--- config.mk ---
export PLATFORM = sky130hd
export DESIGN_NAME = sacbu_divider
export DESIGN_NICKNAME = d
export VERILOG_FILES = /design/src/rtl/sacbu_divider.sv
export SDC_FILE = /design/constraint.sdc
export NUM_CORES = 1
export LEC_CHECK = 0
export BUFFER_PORTS_ARGS = -buffer_cell sky130_fd_sc_hd__buf_2
export CELL_PAD_IN_SITES_DETAIL_PLACEMENT = 0
export CELL_PAD_IN_SITES_GLOBAL_PLACEMENT = 1
export CORE_MARGIN = 3
export CORE_UTILIZATION = 44
export CTS_CLUSTER_SIZE = 24
export DETAILED_ROUTE_END_ITERATION = 8
export PLACE_DENSITY_LB_ADDON = 0.1
export SLEW_MARGIN = 20
export SYNTH_ARGS = -nofsm -noshare
export SYNTH_HDL_FRONTEND = slang
export SYNTH_SLANG_ARGS = --single-unit
--- constraint.sdc ---
create_clock -name clock -period 5.3 [get_ports clock]
set_clock_uncertainty 0.2 [all_clocks]
set_input_delay 0.53 -clock clock [delete_from_list [all_inputs] [get_ports clock]]
set_output_delay 0.53 -clock clock [all_outputs]
set_load 0.02 [all_outputs]
--- src/rtl/sacbu_divider.sv ---
// unsigned 64-bit restoring divider, one quotient bit per cycle
`default_nettype none
module sacbu_divider (
   input  wire logic        clock,
   input  wire logic        reset,
   input  wire logic        start,
   input  wire logic [63:0] dividend,
   input  wire logic [63:0] divisor,
   output      logic        done,
   output      logic [63:0] quotient
);
   logic        busy_ff, busy_in;
   logic        done_ff, done_in;
   logic [5:0]  cnt_ff, cnt_in;
   logic [63:0] rem_ff, rem_in;
   logic [63:0] quo_ff, quo_in;
   logic [63:0] dvs_ff, dvs_in;
   logic [65:0] trial;

   // one trial subtraction per cycle
   always_comb begin
      busy_in = busy_ff;
      done_in = 1'b0;
      cnt_in  = cnt_ff;
      rem_in  = rem_ff;
      quo_in  = quo_ff;
      dvs_in  = dvs_ff;
      trial   = {1'b0, rem_ff, quo_ff[63]} - {2'b00, dvs_ff};
      if (start) begin
         busy_in = 1'b1;
         cnt_in  = '0;
         rem_in  = '0;
         quo_in  = dividend;
         dvs_in  = divisor;
      end else if (busy_ff) begin
         if (!trial[65]) begin
            rem_in = trial[63:0];
            quo_in = {quo_ff[62:0], 1'b1};
         end else begin
            rem_in = {rem_ff[62:0], quo_ff[63]};
            quo_in = {quo_ff[62:0], 1'b0};
         end
         cnt_in = cnt_ff + 6'd1;
         if (cnt_ff == 6'd63) begin
            busy_in = 1'b0;
            done_in = 1'b1;
         end
      end
   end

   always_ff @(posedge clock) begin
      if (reset) begin
         busy_ff <= 1'b0;
         done_ff <= 1'b0;
         cnt_ff  <= '0;
      end else begin
         busy_ff <= busy_in;
         done_ff <= done_in;
         cnt_ff  <= cnt_in;
      end
   end

   always_ff @(posedge clock) begin
      rem_ff <= rem_in;
      quo_ff <= quo_in;
      dvs_ff <= dvs_in;
   end

   assign done     = done_ff;
   assign quotient = quo_ff;
endmodule
`default_nettype wire

==> flow_metrics.env <==
export IMPL_r2r_start="dvs_ff[29]"
export IMPL_drive_gt1_frac=0.233
export IMPL_synth_area_mm2=0.0117
export IMPL_min_period_ps=4350
export IMPL_fmaxAchievable_mhz=230
export IMPL_synth_edf_count=128
export IMPL_cp_startpoint="dvs_ff[29]"
export IMPL_multi_input_area_mm2=0.00582
export IMPL_die_y_um=169
export IMPL_antenna_cells=0
export IMPL_p_sw_mw=1.31
export IMPL_p_seq_frac=0.452
export IMPL_drt_iter0_markers=523
export IMPL_synth_top_area_cell="edfxtp_1"
export IMPL_vias_per_cell=5.43
export IMPL_wl_met2_um=13300
export IMPL_hold_violations=0
export IMPL_rrSetupSlack_ps=950
export IMPL_register_area_mm2=0.00529
export IMPL_cts_repair_resized=0
export IMPL_yosys_area_share_simple=0.112
export IMPL_ys_types=63
export IMPL_async_flop_share=0
export IMPL_wl_met1_um=13900
export IMPL_critical_path_class="reg2reg"
export IMPL_synth_top_family_by_area="compound AO/OA/AOI/OAI gates"
export IMPL_cts_setup_buffers=0
export IMPL_cts_made_buffers=17
export IMPL_ir_drop_uv=213
export IMPL_setup_viol=0
export IMPL_gp_congestion=0.856
export IMPL_ys_ff_latch=200
export IMPL_num_vias=9127
export IMPL_synth_compound_area_frac=0.162
export IMPL_fin_ws_ps=952
export IMPL_instances_no_fill=1680
export IMPL_port_buffers=195
export IMPL_synth_top_cell_area_share=0.328
export IMPL_relSlewSlack=0.314
export IMPL_p_total_mw=4.11
export IMPL_rr_endpoint="rem_ff[52]"
export IMPL_start_util=0.448
export IMPL_cap_violations=0
export IMPL_synth_cells=1167
export IMPL_dp_slack_ps=946
export IMPL_grt_pass1_vias=9174
export IMPL_cts_num_sinks=200
export IMPL_p_leak_nw=5.55
export IMPL_drc=0
export IMPL_dp_final_hpwl_um=21700
export IMPL_swShare=0.320
export IMPL_p_per_area_mw_per_mm2=303
export IMPL_endpoint_kind="flop"
export IMPL_io_pins=196
export IMPL_synthAdderAreaFrac=0.0712
export IMPL_ys_warn_count=0
export IMPL_synth_seq_area_share=0.451
export IMPL_crit_fanout=25
export IMPL_intPower_mw=2.79
export IMPL_cts_tree="yes"
export IMPL_avgSynthCellArea_um2=10.0
export IMPL_drt_first_pass_iters=6
export IMPL_grt_max_degree=72
export IMPL_synth_area_leaders="edfxtp_1, dfxtp_1, ha_1"
export IMPL_synth_flop_cell="edfxtp_1"
export IMPL_required_ps=5460
export IMPL_cts_root_buffer="clkbuf_16"
export IMPL_synth_mux_area_frac=0.105
export IMPL_grt_pass1_wl_um=47600
export IMPL_postRouteAntennaNets=0
export IMPL_coreArea_mm2=0.0261
export IMPL_overflow=0
export IMPL_power_frac_comb=0.202
export IMPL_rsz0062_at_grt="false"
export IMPL_die_width_um=169
export IMPL_dieArea_mm2=0.0286
export IMPL_final_util=0.518
export IMPL_antenna_found_initial=1
export IMPL_outcome="complete, no violations"
export IMPL_endpoint="rem_ff[52]"
export IMPL_synth_xor_area_frac=0.0449
export IMPL_dpl_cell_count=1648
export IMPL_clk_path_buf_depth=2
export IMPL_nets=1529
export IMPL_yosysMostFrequentCell="edfxtp_1"
export IMPL_final_max_slew_viol_count=0
export IMPL_fin_tns_setup_ps=0
export IMPL_rows=59
export IMPL_top_layer_used="met5"
export IMPL_grtUsageTotal=0.205
export IMPL_routed_wl_um=29400
export IMPL_hold_class="in2reg"
export IMPL_path_clk_slew_ps=100
export IMPL_postCtsHoldBufs=0
export IMPL_wl_per_cell_um=17.5
export IMPL_arrival_ps=4510
export IMPL_ys_top_cells_by_count="edfxtp_1, nand2_1, inv_1, a21oi_1, nor2_1"
export IMPL_clk_latency_ps=460
export IMPL_startpoint_type="flop"
export IMPL_h_tree_depth=4
export IMPL_wl_met3_um=1730
export IMPL_ff2ff_path_depth=13
export IMPL_synth_fp_nets=1364
export IMPL_period_share=0.820
export IMPL_fillers=2505
export IMPL_syn2layout_area_growth_pct=15.7
export IMPL_clkPwrFrac=0.346
export IMPL_worst_pin_slew_ps=1030
==> critical path, stage by stage, from the launching register on <==
cell,delay [ps]
edfxtp_1,340
inv_1,50
ha_1,410
nand4_1,180
or3_1,410
or3_1,380
o211ai_1,120
a21oi_2,110
o41a_1,530
o31a_1,440
o21ai_4,210
buf_4,360
nand2_1,260
o221ai_1,260
==> sequential cells by signal, indices dropped and copies added, names as in the netlist <==
register,cells
cnt_ff,6
busy_ff,1
done,1
rem_ff,64
quotient,64
dvs_ff,64
==> power groups by stage <==
stage | sequential, mW | clock (mW) | combinational (mW)
2_1_floorplan | 1.94 | 0 | 0.521
3_3_place_gp | 1.89 | 0 | 0.834
3_5_place_dp | 1.89 | 0 | 0.833
4_1_cts | 1.86 | 1.46 | 0.835
5_1_grt | 1.87 | 1.52 | 0.924
6_report | 1.86 | 1.42 | 0.831
==> placed cells by master (no fill, tap or decap), types with 36 or more instances in the layout <==
| master | instances |
|---|---|
| edfxtp_1 | 128 |
| a21oi_1 | 81 |
| nand2_1 | 105 |
| buf_2 | 194 |
| nor2_1 | 79 |
| xor2_1 | 36 |
| mux2_2 | 66 |
| ha_1 | 65 |
| mux2i_1 | 49 |
| a211oi_1 | 38 |
| dfxtp_1 | 71 |
| o21ai_0 | 49 |
| inv_1 | 85 |
==> worst min-delay path by stage <==
stage | startpoint | end | slack, ps | depth (start not counted)
after global routing | divisor[62] | dvs_ff[62] | 20 | 1
after global placement | rem_ff[4] | rem_ff[4] | 260 | 2
after floorplan | rem_ff[17] | rem_ff[17] | 250 | 2
after detailed placement | rem_ff[9] | rem_ff[9] | 260 | 2
final | divisor[62] | dvs_ff[62] | 40 | 1
after CTS | divisor[62] | dvs_ff[62] | 20 | 1
==> through the flow <==
step           instance area [um^2]  hold WS (ps)
2_1_floorplan                 11700           245
5_1_grt                       13500          23.0
6_report                      13500          41.7
4_1_cts                       13500          21.2
3_3_place_gp                  12900           257
3_5_place_dp                  12900           261
==> logic make-up after synthesis <==
kind of cell    Yosys count
compound gates          294
simple gates            289
flops                   200
buf+inv                 143
mux                     115
fa+ha+maj                66
xor+xnor                 60
==> layer usage <==
metal,vias up,GRT usage
met5,-,0
met4,2,0.0491
met3,28,0.0517
met2,219,0.338
met1,4275,0.274
li1,4603,-
==> cell type report <==
| class | count | share of cell area |
|---|---|---|
| Tap cell | 335 | 0.0309 |
| Timing Repair Buffer | 203 | 0.0779 |
| Multi-Input combinational cell | 824 | 0.430 |
| Inverter | 86 | 0.0238 |
| Sequential cell | 200 | 0.390 |
| Clock buffer | 17 | 0.0314 |
| Clock inverter | 15 | 0.0160 |
(Power assumes the default switching activity.)
