### src/rtl/sacbu_pkg.sv
// shared constants, types and decode helpers for the scalar alu, compare and branch unit
`default_nettype none
package sacbu_pkg;

   // default register file depth
   localparam int REG_COUNT_DEF = 64;

   // operation codes
   localparam logic [6:0] ACT_NOP       = 7'd0;
   localparam logic [6:0] ACT_MOVEI     = 7'd1;
   localparam logic [6:0] ACT_MOVELRL   = 7'd2;
   localparam logic [6:0] ACT_MOVELRS   = 7'd3;
   localparam logic [6:0] ACT_MOVEBR    = 7'd4;
   localparam logic [6:0] ACT_ALU_FIRST = 7'd5;
   localparam logic [6:0] ACT_ALU_LAST  = 7'd43;
   localparam logic [6:0] ACT_CMP       = 7'd44;
   localparam logic [6:0] ACT_CMPI      = 7'd45;
   localparam logic [6:0] ACT_BNE       = 7'd46;
   localparam logic [6:0] ACT_BEQ       = 7'd47;
   localparam logic [6:0] ACT_BL        = 7'd48;
   localparam logic [6:0] ACT_BLE       = 7'd49;
   localparam logic [6:0] ACT_BG        = 7'd50;
   localparam logic [6:0] ACT_BGE       = 7'd51;
   localparam logic [6:0] ACT_BLS       = 7'd52;
   localparam logic [6:0] ACT_BLES      = 7'd53;
   localparam logic [6:0] ACT_BGS       = 7'd54;
   localparam logic [6:0] ACT_BGES      = 7'd55;
   localparam logic [6:0] ACT_BRA       = 7'd56;
   localparam logic [6:0] ACT_JMP       = 7'd57;
   localparam logic [6:0] ACT_CALL      = 7'd58;
   localparam logic [6:0] ACT_JMPR      = 7'd59;
   localparam logic [6:0] ACT_CALLR     = 7'd60;
   localparam logic [6:0] ACT_RET       = 7'd61;
   localparam logic [6:0] ACT_SWT       = 7'd62;
   localparam logic [6:0] ACT_ENDP      = 7'd63;

   // alu operation kinds
   localparam logic [3:0] KIND_ADD  = 4'd0;
   localparam logic [3:0] KIND_SUB  = 4'd1;
   localparam logic [3:0] KIND_MULS = 4'd2;
   localparam logic [3:0] KIND_MULU = 4'd3;
   localparam logic [3:0] KIND_DIVS = 4'd4;
   localparam logic [3:0] KIND_DIVU = 4'd5;
   localparam logic [3:0] KIND_AND  = 4'd6;
   localparam logic [3:0] KIND_OR   = 4'd7;
   localparam logic [3:0] KIND_XOR  = 4'd8;
   localparam logic [3:0] KIND_ASL  = 4'd9;
   localparam logic [3:0] KIND_LSL  = 4'd10;
   localparam logic [3:0] KIND_ASR  = 4'd11;
   localparam logic [3:0] KIND_LSR  = 4'd12;

   // operand forms
   localparam logic [1:0] FORM_REG     = 2'd0;
   localparam logic [1:0] FORM_IMM     = 2'd1;
   localparam logic [1:0] FORM_INPLACE = 2'd2;

   // result status codes
   localparam logic [1:0] STATUS_OK      = 2'd0;
   localparam logic [1:0] STATUS_ILLEGAL = 2'd1;
   localparam logic [1:0] STATUS_END     = 2'd2;
   localparam logic [1:0] STATUS_DIVZERO = 2'd3;

   // flag bit positions
   localparam int FLB_XCHG = 0;
   localparam int FLB_NE   = 1;
   localparam int FLB_SLT  = 2;
   localparam int FLB_ULT  = 3;

   // result size masks by width code
   localparam logic [63:0] SIZE_MASKS [4] = '{
      64'h0000_0000_0000_00FF,
      64'h0000_0000_0000_FFFF,
      64'h0000_0000_FFFF_FFFF,
      64'hFFFF_FFFF_FFFF_FFFF
   };

   // sequencer states
   typedef enum logic [2:0] {
      ST_IDLE,
      ST_IDX1,
      ST_IDX2,
      ST_READ,
      ST_EXEC,
      ST_MUL,
      ST_DIV,
      ST_DONE
   } state_type;

   typedef struct packed {
      logic [3:0] kind;
      logic [1:0] form;
   } alu_dec_type;

   // split an alu operation code into kind and operand form
   function automatic alu_dec_type alu_decode(input logic [6:0] act);
      alu_dec_type d;
      case (act) inside
         [7'd5:7'd7]:   d.kind = KIND_ADD;
         [7'd8:7'd10]:  d.kind = KIND_SUB;
         [7'd11:7'd13]: d.kind = KIND_MULS;
         [7'd14:7'd16]: d.kind = KIND_MULU;
         [7'd17:7'd19]: d.kind = KIND_DIVS;
         [7'd20:7'd22]: d.kind = KIND_DIVU;
         [7'd23:7'd25]: d.kind = KIND_AND;
         [7'd26:7'd28]: d.kind = KIND_OR;
         [7'd29:7'd31]: d.kind = KIND_XOR;
         [7'd32:7'd34]: d.kind = KIND_ASL;
         [7'd35:7'd37]: d.kind = KIND_LSL;
         [7'd38:7'd40]: d.kind = KIND_ASR;
         [7'd41:7'd43]: d.kind = KIND_LSR;
         default:       d.kind = KIND_ADD;
      endcase
      d.form = 2'(act - ACT_ALU_FIRST - 7'({3'b000, d.kind} * 7'd3));
      return d;
   endfunction

endpackage
`default_nettype wire

### src/rtl/sacbu_regidx.sv
// two-stage reduction of a 32-bit value modulo the register count
`default_nettype none
module sacbu_regidx #(
   parameter int REG_COUNT = sacbu_pkg::REG_COUNT_DEF
) (
   input  wire logic                         clock,
   input  wire logic [31:0]                  value,
   output      logic [$clog2(REG_COUNT)-1:0] index
);
   localparam int IDX_W = $clog2(REG_COUNT);
   localparam int SHIFT = 32 + IDX_W;
   localparam logic [63:0] RECIP_FULL = ((64'd1 << SHIFT) / 64'(REG_COUNT)) + 64'd1;
   localparam logic [33:0] RECIP = RECIP_FULL[33:0];

   logic [65:0]      prod_ff, prod_in;
   logic [31:0]      value_ff, value_in;
   logic [IDX_W-1:0] index_ff, index_in;
   logic [31:0]      quot;
   logic [31:0]      rem_full;

   // stage one: multiply by the reciprocal
   assign prod_in  = 66'(value) * 66'(RECIP);
   assign value_in = value;

   // stage two: quotient back-multiplied and subtracted
   always_comb begin
      quot     = 32'(prod_ff >> SHIFT);
      rem_full = value_ff - 32'(quot * 32'(REG_COUNT));
      index_in = rem_full[IDX_W-1:0];
   end

   always_ff @(posedge clock) begin
      prod_ff  <= prod_in;
      value_ff <= value_in;
      index_ff <= index_in;
   end

   assign index = index_ff;
endmodule
`default_nettype wire

### config.mk
export PLATFORM = sky130hd
export DESIGN_NAME = sacbu_regidx
export DESIGN_NICKNAME = d
export VERILOG_FILES = /design/src/rtl/sacbu_pkg.sv /design/src/rtl/sacbu_regidx.sv
export SDC_FILE = /design/constraint.sdc
export NUM_CORES = 1
export LEC_CHECK = 0
export BUFFER_PORTS_ARGS = -buffer_cell sky130_fd_sc_hd__buf_2
export CAP_MARGIN = 20
export CELL_PAD_IN_SITES_DETAIL_PLACEMENT = 0
export CELL_PAD_IN_SITES_GLOBAL_PLACEMENT = 1
export CORE_ASPECT_RATIO = 0.9
export CORE_MARGIN = 2
export CORE_UTILIZATION = 16
export DETAILED_ROUTE_END_ITERATION = 10
export GPL_TIMING_DRIVEN = 0
export PLACE_DENSITY_LB_ADDON = 0.1
export SLEW_MARGIN = 10
export SYNTH_ARGS = -nofsm -noshare
export SYNTH_HDL_FRONTEND = slang
export SYNTH_SLANG_ARGS = --single-unit
### constraint.sdc
create_clock -name clock -period 0.8 [get_ports clock]
set_input_delay 0.16 -clock clock [delete_from_list [all_inputs] [get_ports clock]]
set_output_delay 0.16 -clock clock [all_outputs]
set_load 0.01 [all_outputs]
==> flow_summary.toml <==
[outcome]
status = "finished, violations left"
violations = "setup timing"

[layout]
multi_input_area_um2 = 0
fillCellCount = 157
multi_input_cells = 0
drive_gt1_share_pct = 45.5
area_delta_synth_final_pct = 67.2
nets = 68
stdcell_count = 48
antenna_cells = 0

[clock_network]
cts_buffers = 3
clock-sinks = 12
cts_tree = "built"
htree_levels = 1
cts_setup_buffers = 0
clk_pin_slew_ns = 0.06
insertion_delay_ns = 0.26
cts_buffer_depth = 2
root_buffer = "clkbuf_4"

[timing]
tightest_slew_ns = 0.0634
hold_viol_final = 0
fmax_ghz = 1.20
finalCritPeriodShare_pct = 104
relSlewSlack_pct = 95.8
period_needed_ns = 0.836
skew_ns = 0.000121
setup_viol = 6
finalSetupTns_ns = -0.212
drv_slew = 0
rsz0062_at_grt = "true"
fin_ws_ns = -0.0359

[placement]
finalWeightedCongestion = 0.488
pre_cts_slack_ns = 0.240
dp_cells = 39
port_buffers = 12

[setup_path]
rr_startpoint = "value_ff[1]$_DFF_P_"
start_kind = "flop"
crit_buf_inv = 1
critPathTopFamily = "flip-flops"
path_class = "flop to output port"
r2r_setup_slack_ns = 0.40
r2r_cells = 0
cp_max_fo = 1
arrival_ns = 0.68
path_cells = "buf_2"
cp_slowest_cell = "dfxtp_1"
cp_data_required_time_ns = 0.64
rr_endpoint = "index[1]$_DFF_P_"
endpoint_kind = "output port"
slowest_delay_ns = 0.29

[global_route]
grt-ovfl-total = 0
grt_pass1_vias = 116
grt_pass1_wl_um = 414
grt.total_usage_pct = 4.19
grt_max_degree = 7
grt_antenna_before_repair = 0

[logic_synthesis]
async_reset_ff_share_pct = 0
syn_avg_cell_area_um2 = 20.0
synth_commonest_cells = "12 x dfxtp_1"
ys_seq_area_share_pct = 100
ys_types = 1
synth_top_area_cell = "dfxtp_1"
yosysWarningCount = 0
ys.flop_type = "dfxtp_1"
synth.area.top_cells = "dfxtp_1 100%"
ys_ff_latch = 12
yosys.area.top_type_share_pct = 100
synth_edf_count = 0
synth_area_um2 = 240
synth_most_common_cell = "dfxtp_1"
netlist_instances = 12
synth.net_count = 45

[routing]
first_pass_iters = 1
drt-initial-drc-count = 0
vias = 149
routed_wl_um = 298
wl_per_cell_um = 6.21
drcViolationCount = 0
viasPerCell = 3.10
ant_nets = 0

[floorplan]
die_w_um = 44.8
core_um2 = 1430
initial_core_util_pct = 16.8
placementRows = 13
dieArea_um2 = 1830
pin_count = 39
die_h_um = 40.8

[min_path]
hold_path_depth = 0
holdPathEnd = "index[5]$_DFF_P_"
hold_path.startpoint = "value_ff[5]$_DFF_P_"
hold_path_class = "flop to flop"

[power]
leakagePower_nw = 0.187
powerDensity_nw_per_um2 = 2570
p_total_w = 0.00103
vdd_ir_drop_max_uv = 741

[flow_run]
drv_cap = 0
[where the power goes]
part           leakage [nW]  internal (W)  switching, W  total [W]
Sequential            0.101      0.000629    0.00000514   0.000634
Combinational        0.0723     0.0000393     0.0000188  0.0000581
Clock                0.0138      0.000173      0.000164   0.000338
Total                 0.187      0.000842      0.000188    0.00103
[area by class of cell]
type                  instances  area, um^2  share of cell area (%)
clock buffer                  3        22.5                    5.61
sequential                   12         240                    59.8
tap                          15        18.8                    4.67
timing repair buffer         18         120                    29.9
[sequential cells by signal, indices dropped and copies added (netlist names)]
name and cells:
value_ff 6, index 6
[worst max-delay path by stage]
stage	startpoint	to	depth (start not counted)
final	index[3]$_DFF_P_	index[3]	1
after global routing	index[2]$_DFF_P_	index[2]	1
after floorplan	index[0]$_DFF_P_	index[0]	0
after detailed placement	index[4]$_DFF_P_	index[4]	1
after CTS	index[4]$_DFF_P_	index[4]	1
after global placement	index[0]$_DFF_P_	index[0]	1
[cells by family (layout without fill, tap and decap cells)]
kind of cell,after synthesis,after routing,synth area share (%)
buffers and inverters,0,21,0
flip-flops,12,12,100
[per-layer routing]
metal / GRT usage [%] / vias to the layer above / wire length (um)
met5: 0 / - / 0
met4: 2.21 / 0 / 0
met3: 6.61 / 0 / 41
met2: 6.52 / 8 / 156
met1: 2.11 / 63 / 100
li1: - / 78 / -
[what timing repair did]
item / in CTS / in global routing
hold endpoints to repair: 6 / 0
gates resized for setup: 0 / 0
setup endpoints to repair: 6 / 6
hold buffers: 6 / 0
[layout by cell type (no fill, tap or decap), drive strengths merged]
| cell type | count |
|---|---|
| dfxtp | 12 |
| buf | 12 |
| dlygate4sd3 | 6 |
| clkbuf | 3 |
[through the flow]
step / hold slack [ns] / cell area, um^2 / utilization (%)
global placement: 0.262 / 319 / 22.3
global route: 0.335 / 402 / 28.1
CTS: 0.329 / 402 / 28.1
finish: 0.327 / 402 / 28.1
floorplan: 0.188 / 240 / -
detailed placement: 0.264 / 319 / 22.3
Power figures use the tool's default switching activity.
